==> config.mk <==
export PLATFORM = sky130hd
export DESIGN_NAME = qmpa_lane
export DESIGN_NICKNAME = d
export VERILOG_FILES = /design/src/design/assert_macros.svh /design/src/design/qmpa_pkg.sv /design/src/design/qmpa_lane.sv
export SDC_FILE = /design/constraint.sdc
export NUM_CORES = 2
export LEC_CHECK = 0
export ABC_AREA = 1
export BUFFER_PORTS_ARGS = -buffer_cell sky130_fd_sc_hd__clkbuf_2
export CAP_MARGIN = 15
export CORE_MARGIN = 3
export CORE_UTILIZATION = 46
export CTS_CLUSTER_SIZE = 30
export DETAILED_ROUTE_END_ITERATION = 10
export GPL_ROUTABILITY_DRIVEN = 0
export HOLD_SLACK_MARGIN = 0.06
export PLACE_DENSITY_LB_ADDON = 0.12
export SYNTH_ARGS = -nofsm -noshare
export SYNTH_HDL_FRONTEND = slang
export SYNTH_SLANG_ARGS = --single-unit
export TNS_END_PERCENT = 1
==> constraint.sdc <==
create_clock -name clk -period 8.4 [get_ports clk]
set_input_delay 0.84 -clock clk [delete_from_list [all_inputs] [get_ports clk]]
set_output_delay 0.84 -clock clk [all_outputs]
set_load 0.005 [all_outputs]
==> src/design/assert_macros.svh <==
`ifndef ASSERT_MACROS_SVH
`define ASSERT_MACROS_SVH

// Same-cycle implication, held off while reset is asserted
`define ASSERT_IMPLIES(name, clk, rst_n, ante, cons, msg) \
  name: assert property (@(posedge clk) disable iff (!rst_n) (ante) |-> (cons)) \
    else $error(msg);

// Next-cycle implication, held off while reset is asserted
`define ASSERT_NEXT(name, clk, rst_n, ante, cons, msg) \
  name: assert property (@(posedge clk) disable iff (!rst_n) (ante) |=> (cons)) \
    else $error(msg);

`endif

==> src/design/qmpa_pkg.sv <==
`default_nettype none

package qmpa_pkg;

  localparam int unsigned NUM_MOTORS = 4;
  localparam int unsigned NUM_TERMS  = 4;
  localparam int unsigned TERM_W     = 48;   // gain*input floored to Q.24
  localparam int unsigned SUM_W      = 50;
  localparam int unsigned FRAC_W     = 42;   // fraction saturated to +-2^40
  localparam int unsigned SPAN_W     = 17;
  localparam int unsigned PROD_W     = FRAC_W + SPAN_W;
  localparam int unsigned RAW_W      = PROD_W + 1;
  localparam int unsigned PWM_W      = 16;
  localparam int unsigned CFG_IDX_W  = 3;

  // Register indexes
  localparam logic [CFG_IDX_W-1:0] REG_THRUST_GAIN = 3'd0;
  localparam logic [CFG_IDX_W-1:0] REG_TILT_GAIN   = 3'd1;
  localparam logic [CFG_IDX_W-1:0] REG_YAW_GAIN    = 3'd2;
  localparam logic [CFG_IDX_W-1:0] REG_MAX_PWM     = 3'd3;
  localparam logic [CFG_IDX_W-1:0] REG_SAT_PWM     = 3'd4;
  localparam logic [CFG_IDX_W-1:0] REG_START_PWMS  = 3'd5;

  localparam logic [PWM_W-1:0] MAX_PWM_RST    = 16'd2000;
  localparam logic [PWM_W-1:0] SAT_PWM_RST    = 16'd2000;
  localparam logic [63:0]      START_PWMS_RST = 64'h03E8_03E8_03E8_03E8;

  localparam logic signed [SUM_W-1:0] FRAC_LIMIT = SUM_W'(64'sd1 <<< 40);

  // Term order: 0 thrust, 1 roll, 2 pitch, 3 yaw
  typedef logic signed [TERM_W-1:0] term_t;
  typedef term_t [NUM_TERMS-1:0] term_vec_t;
  typedef logic [PWM_W-1:0] pwm_t;
  typedef pwm_t [NUM_MOTORS-1:0] pwm_vec_t;

  typedef struct packed {
    logic ld_mix;    // load the saturated fraction
    logic ld_scale;  // load fraction * span
  } lane_ctl_t;

  // Set bit means subtract that term for the motor
  function automatic logic [NUM_TERMS-1:0] mix_sub_mask(input logic [1:0] motor);
    logic [NUM_TERMS-1:0] m;
    case (motor)
      2'd0:    m = 4'b1000;  // +T +R +P -Y
      2'd1:    m = 4'b0010;  // +T -R +P +Y
      2'd2:    m = 4'b1110;  // +T -R -P -Y
      2'd3:    m = 4'b0100;  // +T +R -P +Y
      default: m = 4'b0000;
    endcase
    return m;
  endfunction

endpackage

`default_nettype wire

==> src/design/qmpa_lane.sv <==
`default_nettype none

module qmpa_lane
  import qmpa_pkg::*;
(
  input  wire logic                 clk,
  input  wire lane_ctl_t            ctl,
  input  wire term_vec_t            terms,
  input  wire logic [NUM_TERMS-1:0] sub_mask,
  input  wire logic [PWM_W-1:0]     max_pwm,
  input  wire logic [PWM_W-1:0]     sat_pwm,
  input  wire logic [PWM_W-1:0]     start_pwm,
  output pwm_t                      pwm
);

  logic signed [SUM_W-1:0]  sum;
  logic signed [FRAC_W-1:0] frac_nxt, frac_r;
  logic signed [SPAN_W-1:0] span;
  logic signed [PROD_W-1:0] prod_nxt, prod_r;
  logic signed [RAW_W-1:0]  raw, start_q24, sat_q24;

  always_comb begin
    sum = '0;
    for (int k = 0; k < NUM_TERMS; k++) begin
      if (sub_mask[k]) sum = sum - SUM_W'(terms[k]);
      else             sum = sum + SUM_W'(terms[k]);
    end
    if (sum > FRAC_LIMIT)       frac_nxt = FRAC_W'(FRAC_LIMIT);
    else if (sum < -FRAC_LIMIT) frac_nxt = FRAC_W'(-FRAC_LIMIT);
    else                        frac_nxt = sum[FRAC_W-1:0];
  end

  assign span     = $signed({1'b0, max_pwm}) - $signed({1'b0, start_pwm});
  assign prod_nxt = frac_r * span;

  always_ff @(posedge clk) begin
    if (ctl.ld_mix)   frac_r <= frac_nxt;
    if (ctl.ld_scale) prod_r <= prod_nxt;
  end

  assign start_q24 = $signed({(RAW_W-PWM_W-24)'(0), start_pwm, 24'd0});
  assign sat_q24   = $signed({(RAW_W-PWM_W-24)'(0), sat_pwm, 24'd0});
  assign raw       = RAW_W'(prod_r) + start_q24;

  // Saturation wins over the start floor; otherwise round half up
  always_comb begin
    if (raw > sat_q24)        pwm = sat_pwm;
    else if (prod_r < 0)      pwm = start_pwm;
    else                      pwm = raw[24+PWM_W-1:24] + PWM_W'(raw[23]);
  end

endmodule

`default_nettype wire

==> key figures <==
Detailed routing
  – Post-route ant nets: 0
  – Via count: 44.5k
  – Number of DRC markers in iteration 0: 3,153
  – Router iterations before antenna repair: 6
  – Total Wirelength: 159,000 um
  – WL/cell: 18.8 um
  – Vias per std cell: 5.28
  – DRC Markers: 0

Synthesis
  – Synth cell types: 63
  – Post-synth EDFFs: 101
  – Register area share after synthesis: 6.72%
  – Syn_nets: 7,625
  – Synthesis Warnings: 0
  – Seq cells post-synth: 101
  – Syn Inst Count: 6,366
  – Synth top area cells: fa_1, inv_1, nand2_1, ha_1, edfxtp_1
  – Synth top area share: 30.0%
  – Post-synthesis cell area: 0.0451 mm^2
  – Avg Cell Area, Syn: 7.09 um^2
  – Prevailing post-synth register cell: edfxtp_1
  – Async SR Flop Fraction: 0%
  – Synth area leader: fa_1

Clock network
  – Cts bufs inserted: 9
  – Hold-fix buffer count after cts: 0
  – Clock sink total: 101
  – Clock tree buffer depth: 2
  – CTS tree: yes
  – Worst-Skew Late Latency: 410 ps
  – Clock root buffer: clkbuf_16
  – Worst-path clk slew: 80 ps
  – Htree depth: 3

Global route
  – Initial antenna violation count: 7
  – Met3 Resource Use GR: 2.99%
  – Total GRT Usage: 31.0%
  – First-pass GRT wire length: 248,000 um
  – Grt ovf: 0
  – Grt met2 use: 55.1%
  – Largest net degree at the start of global routing: 60
  – GRT Max-Usage Layer: met2
  – M1 GR Usage: 37.6%
  – Vias in the first global route: 45.6k

Cells and area
  – Fin cells: 8,431
  – Final nets: 8,404
  – Layout Utilization: 54.9%
  – Share of layout cells above drive strength 1: 15.7%
  – Area grow syn2layout: 18.0%
  – Reg area: 0.00303 mm^2
  – Area occupied by multi-input gates: 0.0367 mm^2
  – Filler cells: 9,637

Die
  – Cell Rows: 114
  – Initial Utilization: 46.5%
  – Die ar.: 0.102 mm^2
  – Die height: 319 um
  – Die width: 319 um
  – Core Footprint: 0.0970 mm^2
  – Ports: 263

Worst setup path
  – Crit-path slowest cell: fa_1
  – CP max stage delay: 610 ps
  – Critical path required time: 8560 ps
  – CP endpoint kind: flop
  – WS Path Type: primary input to flop
  – WP buf/inv: 6
  – Critical Path Start Type: primary input
  – R2R Setup Slk: 1380 ps
  – Top Family by Delay on Critical Path: adder cells
  – Worst EP arrival: 8280 ps
  – Crit path top cell by count: fa_1
  – Largest fanout on the critical path: 15

Hold path
  – Hold/Removal Path Class: primary input to flop

STA
  – Final Hold Fails: 0
  – Period utilization: 96.7%
  – RSZ-0062 raised after global routing: yes
  – Fin. max-slew vios: 0
  – Fmax: 0.123 GHz
  – Post-layout min period: 8130 ps
  – Setup violators final: 0
  – Worst-Margin Slew: 905 ps
  – Relative slew slack: 39.7%
  – Hold Slack: 1030 ps
  – Worst Skew: 12.7 ps

Job
  – Max-Cap Viols: 0

Place
  – HPWL after DPL: 137,000 um
  – Port Buffers: 262
  – Placed cells: 8,408

Status
  – Outcome: completed
==> final cells by class <==
cell class	count	area share, %
multi-input combinational	4749	68.9
sequential	101	5.69
clock inverter	7	0.200
inverter	1376	9.70
timing repair buffer	908	12.1
antenna	5	0.0235
tap	1276	3.00
clock buffer	9	0.423
==> routing by layer <==
metal | part of all wire (%) | wire (um)
met1 | 39 | 62300
met5 | 0.018 | 29
met4 | 5.5 | 8800
met3 | 5.6 | 8850
met2 | 50 | 78700
==> repair_timing <==
action	in CTS	in global routing
resized for setup	0	88
buffers inserted	0	2
setup endpoints to repair	0	55
==> logic make-up (layout without fill, tap and decap cells) <==
logic type | count (synthesis) | count (layout) | synth area share [%]
adders and majority gates | 1012 | 1012 | 39.3
AOI/OAI and AO/OA | 767 | 767 | 9.56
xor gates and xnor gates | 391 | 391 | 7.64
other | 0 | 5 | 0
buffers and inverters | 1516 | 2300 | 12.7
and+or+nand+nor | 2579 | 2579 | 24.1
DFF | 101 | 101 | 6.72
==> cells in the mapped netlist (all sizes together) (3+ instances only) <==
library cell / number
nand3b: 18
fa: 677
ha: 335
buf: 10
edfxtp: 101
a211oi: 7
nand2: 1377
a21o: 18
o21ai: 209
a31oi: 59
o211ai: 7
clkbuf: 130
clkinv: 6
nor4: 57
o21a: 35
a21oi: 364
xor2: 269
nand3: 173
o221ai: 7
a221oi: 3
or2: 24
and2: 5
o31ai: 15
inv: 1370
o21bai: 18
and3: 3
a21boi: 10
xnor2: 122
o41ai: 5
nand4: 78
nor3: 80
nor2: 762
==> state kept, by name (all words and copies together), names as in the netlist <==
register and count:
prod_r 59, frac_r 42
==> cells in the final DEF, fill, tap and decap left out, types with 76 or more instances in the layout <==
| cell type | Yosys | routed |
|---|---|---|
| a21oi_1 | 361 | 340 |
| buf_4 | 0 | 624 |
| clkbuf_2 | 0 | 262 |
| edfxtp_1 | 101 | 101 |
| fa_1 | 677 | 676 |
| ha_1 | 335 | 333 |
| inv_1 | 1362 | 1359 |
| nand2_1 | 1361 | 1359 |
| nand3_1 | 168 | 166 |
| nand4_1 | 76 | 76 |
| nor2_1 | 711 | 700 |
| o21ai_0 | 185 | 174 |
| xnor2_1 | 122 | 120 |
| xor2_1 | 266 | 259 |
==> stage by stage <==
stage               TNS, ps  instance area (um^2)  setup WS (ps)
floorplan                 0                 45100            412
global placement       -199                 52600          -93.3
detailed placement    -2630                 52600           -200
CTS                       0                 52900            227
global route          -1790                 53300           -104
finish                    0                 53300            274
==> final timing paths <==
path	from	endpoint	depth (start not counted)
max	start_pwm[2]	prod_r[56]	33
min	ctl[1]	frac_r[26]	2
max reg2reg	frac_r[0]	prod_r[56]	24
min reg2reg	frac_r[0]	prod_r[1]	3
Power is not shown: default switching activity piles up to over one toggle a cycle in this logic, so the estimate is an artifact.
