==> src/design/assert_macros.svh <==
`ifndef ASSERT_MACROS_SVH
`define ASSERT_MACROS_SVH

// Same-cycle implication, held off while reset is asserted
`define ASSERT_IMPLIES(name, clk, rst_n, ante, cons, msg) \
  name: assert property (@(posedge clk) disable iff (!rst_n) (ante) |-> (cons)) \
    else $error(msg);

// Next-cycle implication, held off while reset is asserted
`define ASSERT_NEXT(name, clk, rst_n, ante, cons, msg) \
  name: assert property (@(posedge clk) disable iff (!rst_n) (ante) |=> (cons)) \
    else $error(msg);

`endif

==> src/design/qmpa_pkg.sv <==
`default_nettype none

package qmpa_pkg;

  localparam int unsigned NUM_MOTORS = 4;
  localparam int unsigned NUM_TERMS  = 4;
  localparam int unsigned TERM_W     = 48;   // gain*input floored to Q.24
  localparam int unsigned SUM_W      = 50;
  localparam int unsigned FRAC_W     = 42;   // fraction saturated to +-2^40
  localparam int unsigned SPAN_W     = 17;
  localparam int unsigned PROD_W     = FRAC_W + SPAN_W;
  localparam int unsigned RAW_W      = PROD_W + 1;
  localparam int unsigned PWM_W      = 16;
  localparam int unsigned CFG_IDX_W  = 3;

  // Register indexes
  localparam logic [CFG_IDX_W-1:0] REG_THRUST_GAIN = 3'd0;
  localparam logic [CFG_IDX_W-1:0] REG_TILT_GAIN   = 3'd1;
  localparam logic [CFG_IDX_W-1:0] REG_YAW_GAIN    = 3'd2;
  localparam logic [CFG_IDX_W-1:0] REG_MAX_PWM     = 3'd3;
  localparam logic [CFG_IDX_W-1:0] REG_SAT_PWM     = 3'd4;
  localparam logic [CFG_IDX_W-1:0] REG_START_PWMS  = 3'd5;

  localparam logic [PWM_W-1:0] MAX_PWM_RST    = 16'd2000;
  localparam logic [PWM_W-1:0] SAT_PWM_RST    = 16'd2000;
  localparam logic [63:0]      START_PWMS_RST = 64'h03E8_03E8_03E8_03E8;

  localparam logic signed [SUM_W-1:0] FRAC_LIMIT = SUM_W'(64'sd1 <<< 40);

  // Term order: 0 thrust, 1 roll, 2 pitch, 3 yaw
  typedef logic signed [TERM_W-1:0] term_t;
  typedef term_t [NUM_TERMS-1:0] term_vec_t;
  typedef logic [PWM_W-1:0] pwm_t;
  typedef pwm_t [NUM_MOTORS-1:0] pwm_vec_t;

  typedef struct packed {
    logic ld_mix;    // load the saturated fraction
    logic ld_scale;  // load fraction * span
  } lane_ctl_t;

  // Set bit means subtract that term for the motor
  function automatic logic [NUM_TERMS-1:0] mix_sub_mask(input logic [1:0] motor);
    logic [NUM_TERMS-1:0] m;
    case (motor)
      2'd0:    m = 4'b1000;  // +T +R +P -Y
      2'd1:    m = 4'b0010;  // +T -R +P +Y
      2'd2:    m = 4'b1110;  // +T -R -P -Y
      2'd3:    m = 4'b0100;  // +T +R -P +Y
      default: m = 4'b0000;
    endcase
    return m;
  endfunction

endpackage

`default_nettype wire

==> src/design/qmpa_merge.sv <==
`default_nettype none

module qmpa_merge
  import qmpa_pkg::*;
(
  input  wire logic     clk,
  input  wire logic     ld,
  input  wire pwm_vec_t lane_pwm,
  output pwm_vec_t      out_pwm
);

  pwm_vec_t pwm_r;

  // Collect all four lanes into one result word
  always_ff @(posedge clk) begin
    if (ld) begin
      for (int m = 0; m < NUM_MOTORS; m++) pwm_r[m] <= lane_pwm[m];
    end
  end

  assign out_pwm = pwm_r;

endmodule

`default_nettype wire

==> config.mk <==
export PLATFORM = sky130hd
export DESIGN_NAME = qmpa_merge
export DESIGN_NICKNAME = d
export VERILOG_FILES = /design/src/design/assert_macros.svh /design/src/design/qmpa_pkg.sv /design/src/design/qmpa_merge.sv
export SDC_FILE = /design/constraint.sdc
export NUM_CORES = 1
export LEC_CHECK = 0
export BUFFER_PORTS_ARGS = -buffer_cell sky130_fd_sc_hd__buf_2
export CAP_MARGIN = 0
export CORE_ASPECT_RATIO = 1.4
export CORE_MARGIN = 3
export CORE_UTILIZATION = 35
export DETAILED_ROUTE_END_ITERATION = 10
export PLACE_DENSITY = 0.78
export SLEW_MARGIN = 40
export SYNTH_ARGS = -nofsm -noshare
export SYNTH_HDL_FRONTEND = slang
export SYNTH_SLANG_ARGS = --single-unit
==> constraint.sdc <==
create_clock -name clk -period 0.8 [get_ports clk]
set_input_delay 0.12 -clock clk [delete_from_list [all_inputs] [get_ports clk]]
set_output_delay 0.12 -clock clk [all_outputs]
set_load 0.03 [all_outputs]
==> reports/results.ini, run 1 <==
[run_status]
status=finished with violations
violations=negative setup slack

[critical_path]
crit_type=reg -> out
cp-end-kind=primary output
path_cells=buf_6
crit_cells=1
cp_slowest_cell=edfxtp_1
path_delay_family=flip-flops
crit_path_max_incr_delay_ps=410
path_max_fanout=1
cp.arrival_ps=910
crit_buf_inv=1
worstPathRequired_ps=680
start_kind=register

[timing]
setup_viol=64
postLayoutSetupSlackWorst_ps=-227
relSlewSlack_pct=87.6
slew_violations=0
fmax_mhz=973
tightest_slew_ps=186
fin_crit_sh_pct=128
final_hold_viol_count=0
fin_hold_ws_ps=279
min_period_ps=1030
rsz0062_at_grt=true

[global_route]
grt_pass1_wl_mm=8.00
busiest_layer=met2
met3_usage_pct=8.62
antenna_found_initial=0
grt_overflow_total=0
met1_usage_pct=16.9
grt_pass1_vias=1640
track_usage_pct=18.2
use_met2_pct=31.8
grt_max_degree=35

[power]
power.leakage_nw=1.66
power_density_mw_per_mm2=2170
peakVddDrop_uv=1860

[cells_and_area]
area_delta_synth_final_pct=105
postLayoutCoreUtil_pct=75.1
antenna_cells=0
finish.net_count=336
largest_reg_flops=64
multi_input_cells=0
drive_gt1_share_pct=52.2
multi_input_area_um2=0
nFillCells=315

[die]
die-area_mm2=0.00643
io_pins=130
start_util_pct=36.7
fp.dieH_um=93.7
die_x_um=68.6
core_mm2=0.00524
std_cell_rows=31

[detailed_routing]
vias_per_cell=4.27
avgRoutedWirePerCell_um=16.0
drt_iter0_drc=83
firstDrtPassIters=4
routed_wl_mm=5.44
num_vias=1451
antenna_left=0
drc=0

[synthesis]
synth_area_mm2=0.00192
yosys_most_used_dff=edfxtp_1
avgSynthCellArea_um2=30.0
ys_types=1
yosysMostFrequentCell=edfxtp_1
yosys-top-cells-area=edfxtp_1
synth_seq_cells=64
synth_edf_count=64
synth.top_cell.area_share_pct=100
yosysWarningCount=0
synth_top_area_cell=edfxtp_1
synthArstFlopShare_pct=0
seq_area_frac_synth_pct=100
synth_nets=130
synth_commonest_cells=edfxtp_1
syn_inst=64

[clocking]
cts-root-buf=clkbuf_8
clock-sinks=64
cts_buffers=9
cts_buffer_depth=2
clk_pin_slew_ps=70
h-tree-depth=3
cts_setup_buffers=0
cts_tree=yes

[min_path]
hp-class=in -> reg
hp-start=ld
hold-path-endpoint=out_pwm[62]
worstHoldPathCells=2

[place]
gp_congestion=0.665
portBuffers=129
dpl.hpwl_mm=2.98

[flow_run]
maxCapViolations=0

==> logic make-up after synthesis <==
family	Yosys count	synth area share, %
flip-flops	64	100
==> report_power, final <==
| group | leakage (nW) | switching [mW] | internal (mW) |
|---|---|---|---|
| Clock | 0.101 | 1.12 | 1.71 |
| Sequential | 0.626 | 0.124 | 3.99 |
| Combinational | 0.929 | 0.789 | 0.795 |
| Total | 1.66 | 2.03 | 6.50 |
==> cell type report <==
| cell class | count | area [um2] | area share [%] |
|---|---|---|---|
| repair buffers | 195 | 1730 | 43.9 |
| well taps | 66 | 82.6 | 2.10 |
| flip-flops and latches | 64 | 1920 | 48.9 |
| clock inverters | 5 | 72.6 | 1.85 |
| clock buffers | 10 | 128 | 3.25 |
==> per-stage QoR <==
| stage | total power [mW] | std cells | setup WS (ps) | setup TNS, ps | area [um2] |
|---|---|---|---|---|---|
| finish | 8.53 | 340 | -227 | -11750 | 3930 |
| global route | 8.84 | 340 | -260 | -14050 | 3930 |
| CTS | 8.58 | 340 | -240 | -13200 | 3930 |
| detailed placement | 5.15 | 261 | -2.37 | -30.1 | 2690 |
| global placement | 5.12 | 261 | 5.80 | 0 | 2690 |
| floorplan | 4.67 | 64 | 184 | 0 | 1920 |
==> timing repair <==
item | 4_1_cts | 5_1_grt
hold buffers | 64 | 0
endpoints found under the hold margin | 64 | 0
endpoints found under the setup margin | 64 | 64
gates resized for setup | 128 | 0
==> cell usage in the layout (no fill, tap or decap) <==
cell type	count
clkbuf_8	9
buf_6	64
buf_12	2
edfxtp_1	64
clkbuf_1	1
buf_2	65
clkinv_1	2
clkinv_2	1
bufinv_16	2
dlygate4sd3_1	64
==> layer usage <==
layer | wire, um | part of all wire [%] | vias up
li1 | - | - | 673
met1 | 1650 | 30 | 681
met2 | 3070 | 56 | 90
met3 | 634 | 12 | 7
met4 | 79 | 1.5 | 0
met5 | 0 | 0 | -
==> worst max path at each step <==
stage,start,to,slack [ps]
after floorplan,out_pwm[0],out_pwm[0],180
after global placement,ld,out_pwm[23],6
after detailed placement,ld,out_pwm[13],-2
after CTS,out_pwm[55],out_pwm[55],-240
after global routing,out_pwm[4],out_pwm[4],-260
final,out_pwm[4],out_pwm[4],-230
Power figures use the tool's default switching activity.
==> run 2: changes to the inputs <==
--- a/config.mk
+++ b/config.mk
@@ -7,7 +7,6 @@
 export LEC_CHECK = 0
 export BUFFER_PORTS_ARGS = -buffer_cell sky130_fd_sc_hd__buf_2
 export CAP_MARGIN = 0
-export CORE_ASPECT_RATIO = 1.4
 export CORE_MARGIN = 3
 export CORE_UTILIZATION = 35
 export DETAILED_ROUTE_END_ITERATION = 10
==> run 2 against run 1 <==
  * The run still ends with negative setup slack left
  * Wire length increased by 3.8%
  * Global-route usage grew 0.96 points
  * Flip-flop and latch count did not move
  * Clock power decreased by 21%
  * Worst hold slack got worse by 250 ps
==> reports/results.ini, run 2 (synthesis gave the netlist of run 1 again) <==
[detailed_routing]
drc=0
avgRoutedWirePerCell_um=16.4
num_vias=1444
antenna_left=0
firstDrtPassIters=4
drt_iter0_drc=28
routed_wl_mm=5.65
vias_per_cell=4.20

[timing]
slew_violations=0
setup_viol=64
final_hold_viol_count=0
min_period_ps=1030
tightest_slew_ps=179
relSlewSlack_pct=88.1
fin_crit_sh_pct=128
finalSetupTns_ps=-11950
fmax_mhz=974
rsz0062_at_grt=true
postLayoutSetupSlackWorst_ps=-227

[cells_and_area]
multi_input_area_um2=0
layout.cells.most_common=buf_2
final_cell_mix=buf_2, edfxtp_1, buf_6
area_delta_synth_final_pct=102
finalNonFillerCells=344
largest_reg_flops=64
antenna_cells=0
postLayoutCoreUtil_pct=74.6
drive_gt1_share_pct=52.6
finish.net_count=335
multi_input_cells=0

[clocking]
cts_buffer_depth=2
cts_buffers=9
cts_setup_buffers=0
clock-sinks=64
cts-root-buf=clkbuf_8
cts_tree=yes
h-tree-depth=3
clk_pin_slew_ps=70

[flow_run]
maxCapViolations=0

[global_route]
grt_max_degree=36
antenna_found_initial=0
grt_overflow_total=0
track_usage_pct=19.2
grt_pass1_vias=1670
grt_pass1_wl_mm=8.67

[die]
core_mm2=0.00520
std_cell_rows=26
fp.dieH_um=80.1
start_util_pct=36.9
die_x_um=80.1
io_pins=130
die-area_mm2=0.00642

[place]
portBuffers=129
gp_congestion=0.695
place_inst=265
pre_cts_ws_ps=-6.50

[power]
power_density_mw_per_mm2=2040
peakVddDrop_uv=1320
power.leakage_nw=1.64

[critical_path]
start_kind=register
path_delay_family=flip-flops
cp-end-kind=primary output
cp.arrival_ps=910
path_max_fanout=1
cp_slowest_cell=edfxtp_1
path_cells=buf_6
crit_path_max_incr_delay_ps=420
crit_buf_inv=1
worstPathRequired_ps=680
crit_type=reg -> out

[run_status]
violations=negative setup slack
status=finished with violations

[min_path]
hp-class=in -> reg

run 2: cell count changes in the layout (fill, tap and decap cells not counted):
cell | before | now
bufinv_16 | 2 | 0
clkbuf_1 | 1 | 2
clkinv_1 | 2 | 1
clkinv_2 | 1 | 4
dlygate4sd3_1 | 64 | 63
run 2: through the flow:
| stage | cell area (um2) | power (mW) | hold WS, ps |
|---|---|---|---|
| 2_1_floorplan | 1920 | 4.67 | 219 |
| 3_3_place_gp | 2700 | 5.13 | 296 |
| 3_5_place_dp | 2700 | 5.16 | 298 |
| 4_1_cts | 3880 | 7.95 | 3.37 |
| 5_1_grt | 3880 | 8.23 | 8.41 |
| 6_report | 3880 | 7.94 | 25.7 |
run 2: layout make-up:
| class | count | area, um2 |
|---|---|---|
| sequential | 64 | 1920 |
| clock buffer | 11 | 131 |
| timing repair buffer | 194 | 1720 |
| fill | 313 | 1320 |
| tap | 70 | 87.6 |
| clock inverter | 5 | 23.8 |
run 2: what timing repair did:
action / CTS / global route
endpoints found under the hold margin: 63 / 0
hold buffers: 63 / 0
endpoints found under the setup margin: 64 / 64
gates resized for setup: 128 / 0
run 2: report_power, final:
| group | switching, mW | internal [mW] | leakage, nW | total [mW] |
|---|---|---|---|---|
| clock network | 1.13 | 1.09 | 0.0843 | 2.23 |
| logic | 0.793 | 0.792 | 0.925 | 1.58 |
| registers | 0.130 | 3.99 | 0.626 | 4.12 |
| total | 2.06 | 5.88 | 1.64 | 7.94 |
run 2: layer usage:
| metal | vias up | routed length [um] | share of wire (%) | GRT usage [%] |
|---|---|---|---|---|
| li1 | 671 | - | - | - |
| met1 | 672 | 2080 | 37 | 20.2 |
| met2 | 90 | 2900 | 51 | 32.8 |
| met3 | 11 | 579 | 10 | 8.30 |
| met4 | 0 | 88 | 1.6 | 9.12 |
| met5 | - | 0 | 0 | 0 |
run 2: final timing paths:
| kind | slack, ps | endpoint | startpoint | cells after the start |
|---|---|---|---|---|
| worst max-delay path | -230 | out_pwm[14] | out_pwm[14] | 1 |
| worst min-delay path | 30 | out_pwm[52] | lane_pwm[52] | 1 |
